==> config.mk <==
export PLATFORM = sky130hd
export DESIGN_NAME = snt_cell
export DESIGN_NICKNAME = d
export VERILOG_FILES = /design/src/design/snt_pkg.sv /design/src/design/snt_cell.sv
export SDC_FILE = /design/constraint.sdc
export NUM_CORES = 1
export LEC_CHECK = 0
export BUFFER_PORTS_ARGS = -buffer_cell sky130_fd_sc_hd__buf_2
export CAP_MARGIN = 20
export CORE_AREA = 2 2 226 228
export CTS_BUF_LIST = sky130_fd_sc_hd__clkbuf_4
export CTS_CLUSTER_SIZE = 10
export DETAILED_ROUTE_END_ITERATION = 8
export DIE_AREA = 0 0 228 230
export PLACE_DENSITY = 0.5
export SLEW_MARGIN = 20
export SYNTH_ARGS = -nofsm -noshare
export SYNTH_HDL_FRONTEND = slang
export SYNTH_SLANG_ARGS = --single-unit
export TNS_END_PERCENT = 20
==> constraint.sdc <==
create_clock -name aclk -period 14 [get_ports aclk]
set_clock_uncertainty 0.15 [all_clocks]
set_input_delay 2.8 -clock aclk [delete_from_list [all_inputs] [get_ports aclk]]
set_output_delay 2.8 -clock aclk [all_outputs]
set_load 0.05 [all_outputs]
==> src/design/snt_pkg.sv <==
// Shared types, codes and sizing constants for the sorted node table.
// Used by the node cell and the top level; depends on nothing else.
package snt_pkg;

    localparam int SNT_MAX_ENTRIES  = 64;
    localparam int SNT_KEY_WIDTH    = 64;
    localparam int SNT_VALUE_WIDTH  = 64;

    localparam int SNT_FIELD_WIDTH  = 64;
    localparam int SNT_CNT_OUT_W    = 7;
    localparam int SNT_CFG_IDX_W    = 2;
    localparam int SNT_CFG_DATA_W   = 7;

    localparam logic [6:0] SNT_MAX_KEYS_RESET = 7'd64;
    localparam logic [6:0] SNT_MIN_KEYS_RESET = 7'd32;

    // Request kinds.
    localparam logic [1:0] KIND_INSERT = 2'd0;
    localparam logic [1:0] KIND_DELETE = 2'd1;
    localparam logic [1:0] KIND_FIND   = 2'd2;

    // Result status codes.
    localparam logic [2:0] ST_OK        = 3'd0;
    localparam logic [2:0] ST_FULL      = 3'd1;
    localparam logic [2:0] ST_DUP       = 3'd2;
    localparam logic [2:0] ST_NOT_FOUND = 3'd3;
    localparam logic [2:0] ST_UNDERFLOW = 3'd4;

    // Configuration register indexes.
    localparam logic [SNT_CFG_IDX_W-1:0] CFG_MAX_KEYS = 2'd0;
    localparam logic [SNT_CFG_IDX_W-1:0] CFG_MIN_KEYS = 2'd1;

    typedef struct packed {
        logic [1:0]                 kind;
        logic [SNT_FIELD_WIDTH-1:0] key;
        logic [SNT_FIELD_WIDTH-1:0] value;
    } snt_req_t;

    typedef struct packed {
        logic [2:0]                 status;
        logic [SNT_FIELD_WIDTH-1:0] found_value;
        logic [SNT_CNT_OUT_W-1:0]   position;
        logic [SNT_CNT_OUT_W-1:0]   count_after;
    } snt_rsp_t;

    // Per-cycle commands broadcast to every cell of the chain.
    typedef struct packed {
        logic cmp_en;
        logic ins_en;
        logic del_en;
    } snt_cell_ctrl_t;

endpackage

==> src/design/snt_cell.sv <==
// One slot of the sorted node: holds a key/value pair and its compare flags.
// Depends on snt_pkg for the broadcast command struct.
module snt_cell
    import snt_pkg::*;
#(
    parameter int KEY_WIDTH   = SNT_KEY_WIDTH,
    parameter int VALUE_WIDTH = SNT_VALUE_WIDTH
) (
    input  logic                   aclk,
    input  snt_cell_ctrl_t         ctrl,
    input  logic                   slot_valid,
    input  logic [KEY_WIDTH-1:0]   cmp_key,
    input  logic [KEY_WIDTH-1:0]   new_key,
    input  logic [VALUE_WIDTH-1:0] new_value,
    input  logic                   left_lt,
    input  logic [KEY_WIDTH-1:0]   left_key,
    input  logic [VALUE_WIDTH-1:0] left_value,
    input  logic [KEY_WIDTH-1:0]   right_key,
    input  logic [VALUE_WIDTH-1:0] right_value,
    output logic [KEY_WIDTH-1:0]   key_out,
    output logic [VALUE_WIDTH-1:0] value_out,
    output logic                   lt_out,
    output logic                   eq_out
);

    logic [KEY_WIDTH-1:0]   key_reg;
    logic [VALUE_WIDTH-1:0] value_reg;
    logic                   lt_reg;
    logic                   eq_reg;

    always_ff @(posedge aclk) begin
        if (ctrl.cmp_en) begin
            lt_reg <= slot_valid && (key_reg < cmp_key);
            eq_reg <= slot_valid && (key_reg == cmp_key);
        end
        // Cells at or above the slot position move: up on insert, down on delete.
        if (ctrl.ins_en && !lt_reg) begin
            if (left_lt) begin
                key_reg   <= new_key;
                value_reg <= new_value;
            end else begin
                key_reg   <= left_key;
                value_reg <= left_value;
            end
        end else if (ctrl.del_en && !lt_reg) begin
            key_reg   <= right_key;
            value_reg <= right_value;
        end
    end

    assign key_out   = key_reg;
    assign value_out = value_reg;
    assign lt_out    = lt_reg;
    assign eq_out    = eq_reg;

endmodule
After elaboration in Yosys (flattened, before gate mapping)
Index checks and enable logic that the tools add are counted.
Cells by class
  reduce and logical (&&, ||, !) cells: 6
  equality and inequality tests: 1
  muxes and demuxes: 6
  $lt $le $gt $ge: 1
Operators by type and width (number)
  2-to-1 mux 64 bit: 6
  equality test 64 bit: 1
  < comparator 64 bit: 1
  logical AND 1 bit: 4
  nonzero test 2 bit: 1
  zero test 1 bit: 1
Word-level totals
  word-level logic and storage cells: 18
  output and inout port bits: 130
  input bits: 454
  bits in registers: 130

Longest topological paths before layout
  word-level depth: 4
  mapped depth: 8

Worst setup path before layout
Ideal clock, no wire load.
  path type: input -> register
  from: input ctrl[1] in the netlist's numbering
  to: register key_reg[0] (netlist: key_out[0]), enable pin
  required time: 13.229 ns
  setup slack: 5.012 ns
  setup time: 0.621 ns
  stages on the path: 2
  arrival time: 8.218 ns
  cell sequence: nor2_1 nor2_1
Between the ends
  longest elaborated chain between the ends: 2
Ends and longest elaborated chain
  from (decl): line snt_cell.sv:10  | input snt_cell_ctrl_t ctrl,
  logical AND 1 bit: line snt_cell.sv:37  | if (ctrl.ins_en && !lt_reg) begin
  nonzero test 2 bit (no source line)
  to (signal assigned): line snt_cell.sv:39  | key_reg <= new_key;
  to (signal assigned): line snt_cell.sv:42  | key_reg <= left_key;
  to (signal assigned): line snt_cell.sv:46  | key_reg <= right_key;
  to (decl): line snt_cell.sv:26  | logic [KEY_WIDTH-1:0] key_reg;
No other way between the ends.
A chain may end at the register's enable or synchronous reset.

Worst setup path in the final report
  from: input ctrl[1] in the netlist's numbering
  to: register key_reg[21] (netlist: key_out[21]), enable pin
The elaborated chain is that of the path after synthesis.

==> results.py <==
metrics = {
    "timing": {
        "setup_ws_ps": 9400,
        "fin_crit_sh_pct": 32.9,
        "fmax_mhz": 217,
        "slew_violations": 0,
        "hold_violations": 0,
        "tns_ps": 0,
        "worstMarginPinSlew_ps": 955,
        "rsz0062_at_grt": "false",
        "setup_viol": 0,
        "max-slew-margin-rel_pct": 36.4,
        "fin_crit_ps": 4600,
    },
    "final_layout": {
        "area_growth_pct": 49.1,
        "final_nets": 1872,
        "drive_gt1_share_pct": 46.1,
        "instances_no_fill": 2044,
    },
    "die": {
        "start_util_pct": 16.4,
        "coreArea_um2": 49900,
        "die_h_um": 230,
        "io_pins": 584,
        "num_rows": 82,
        "die_x_um": 228,
        "die_area_um2": 52400,
    },
    "place": {
        "place_inst": 2007,
        "place_ws_ps": 8520,
        "dp.final_hpwl_um": 28800,
        "gp_congestion": 1.00,
        "port_buffers": 583,
    },
    "worst_hold_path": {
        "hold_start": "key_out[47]",
        "hold_path_class": "flop to flop",
    },
    "critical_path": {
        "path_class": "input pin to flop",
        "path_max_fanout": 69,
        "slowest_delay_ps": 800,
        "slowest_stage": "buf_4",
        "crit_chain": "buf_2 -> nor2_1 -> nor2_4 -> buf_4 -> buf_4",
        "end_kind": "flop",
        "critPathLaunchType": "input pin",
        "reg2reg_from": "lt_out",
        "cp.required_ps": 14150,
        "critPathLaunch": "ctrl[1]",
        "critPathMostFrequentCell": "buf_4",
        "cp_data_arrival_time_ps": 4750,
    },
    "routing": {
        "drt_wl_total_um": 33500,
        "dr.pass1.iters": 4,
        "routedWlPerCell_um": 16.4,
        "vias": 7957,
        "postRouteAntennaNets": 0,
        "drt_iter0_markers": 258,
        "drc": 0,
        "viasPerCell": 3.89,
    },
    "clock_network": {
        "postCtsSetupRepairBufs": 0,
        "cts_root_buf": "clkbuf_4",
        "h-tree-depth": 4,
        "numClockSinks": 130,
        "hold_buffers": 0,
        "path_clk_slew_ps": 120,
        "clockBufferDepth": 2,
        "tritoncts": "built",
        "numCtsBuffers": 17,
        "insertion_delay_ps": 660,
        "cts_resized": 0,
    },
    "logic_synthesis": {
        "synth-seq-cells": 130,
        "ys_warn_count": 0,
        "syn_area_um2": 8170,
        "ys_types": 31,
        "synthCells": 787,
        "syn_nets": 1305,
        "synth_area_per_cell_um2": 10.4,
        "synth-seq-area-share_pct": 47.8,
    },
    "global_route": {
        "antenna_found_initial": 4,
        "grt_usage_pct": 12.6,
        "grt_pass1_wl_um": 48700,
        "first_global_vias": 8165,
        "grt_start_max_net_pins": 97,
        "gr-total-overflow": 0,
    },
    "power": {
        "irDropWorstVdd_mv": 0.0404,
        "leakagePower_nw": 6.19,
        "power_mw": 1.23,
        "p_per_area_nw_per_um2": 101,
    },
    "run": {
        "maxCapViolations": 0,
    },
    "outcome": {
        "outcome": "finished clean",
    },
}
[layer usage]
layer / up-vias / wire length [um] / global-route usage (%)
met5: - / 13 / 0
met4: 2 / 461 / 3.82
met3: 26 / 2700 / 4.14
met2: 389 / 16600 / 22.2
met1: 3548 / 13700 / 14.5
li1: 3992 / - / -
[per-stage QoR]
stage	hold WS, ps	utilization [%]	instance area [um2]
finish	710	24.4	12200
global route	789	24.4	12200
CTS	726	24.4	12200
detailed placement	725	23.7	11800
global placement	701	23.7	11800
floorplan	1030	-	8170
[path summary, 6_finish.rpt]
check / to / depth (start not counted) / slack (ps)
hold / removal: lt_out / 4 / 710
setup reg to reg: key_out[21] / 3 / 11040
hold reg to reg: lt_out / 4 / 710
setup / recovery: key_out[21] / 5 / 9400
[layout by cell type, fill, tap and decap left out, types with 3 or more instances in the layout]
cell type	n
ha_1	64
nand3_1	7
o21ai_0	94
o21ai_1	40
edfxtp_1	130
a21oi_1	26
inv_1	67
diode_2	5
buf_2	582
clkbuf_4	19
nor2_1	5
mux2i_1	128
nand2_1	143
a221oi_1	3
nand4_1	9
bufinv_16	5
buf_4	7
nand4_2	4
a21o_1	7
[flip-flops by register name, indices dropped and copies added (netlist names)]
signal and count:
eq_out 1, lt_out 1, key_out 64, value_out 64
[cells by family (layout without fill, tap and decap cells)]
| family | count (synthesis) | in the layout | synth area share (%) |
|---|---|---|---|
| multiplexers | 128 | 128 | 15.7 |
| AO/OA/AOI/OAI | 177 | 177 | 11.4 |
| buffers and inverters | 109 | 689 | 5.31 |
| adder cells (fa/ha/maj) | 64 | 64 | 9.80 |
| flip-flops | 130 | 130 | 47.8 |
| AND/OR/NAND/NOR | 179 | 179 | 9.97 |
| other | 0 | 5 | 0 |
[final cells by class]
class                      instances  area [um2]
fill                            5481       37700
sequential                       130        3900
multi-input combinational        548        3850
timing repair buffer             590        2980
tap                              672         841
inverter                          67         251
clock inverter                    13         208
clock buffer                      19         143
antenna                            5        12.5
[power breakdown]
part	internal (mW)	switching (mW)
logic	0.128	0.274
registers	0.481	0.0238
clock network	0.164	0.161
total	0.773	0.458
[cells in the mapped netlist]
| library cell | instances | share of area [%] |
|---|---|---|
| nand4b_1 | 1 | 0.11 |
| nand4_1 | 9 | 0.69 |
| a2111oi_0 | 2 | 0.21 |
| buf_1 | 1 | 0.046 |
| o21ai_1 | 40 | 2.5 |
| nand4_2 | 4 | 0.61 |
| buf_2 | 20 | 1.2 |
| a21oi_1 | 26 | 1.6 |
| a221oi_1 | 3 | 0.32 |
| o2111ai_1 | 1 | 0.11 |
| mux2i_1 | 128 | 16 |
| o211ai_1 | 1 | 0.092 |
| a211oi_1 | 1 | 0.092 |
| nand3_1 | 7 | 0.43 |
| ha_1 | 64 | 9.8 |
| nor4_1 | 1 | 0.077 |
| o21ai_0 | 94 | 5.8 |
| nor4_2 | 1 | 0.15 |
| nor2_1 | 6 | 0.28 |
| nor4_4 | 2 | 0.52 |
| nand2_1 | 143 | 6.6 |
| nand4_4 | 1 | 0.26 |
| edfxtp_1 | 130 | 48 |
| and3_1 | 1 | 0.077 |
| a21o_1 | 7 | 0.64 |
| nor3_1 | 2 | 0.12 |
| nand2b_1 | 1 | 0.077 |
| clkbuf_1 | 21 | 0.96 |
| inv_1 | 67 | 3.1 |
| o21a_1 | 1 | 0.092 |
| o22ai_1 | 1 | 0.077 |
[critical path, delay by kind of cell]
| kind | cells | cell delay (ps) |
|---|---|---|
| buffers and inverters | 3 | 1560 |
| and+or+nand+nor | 2 | 140 |
Note: power is estimated with default switching activity, not from simulation.
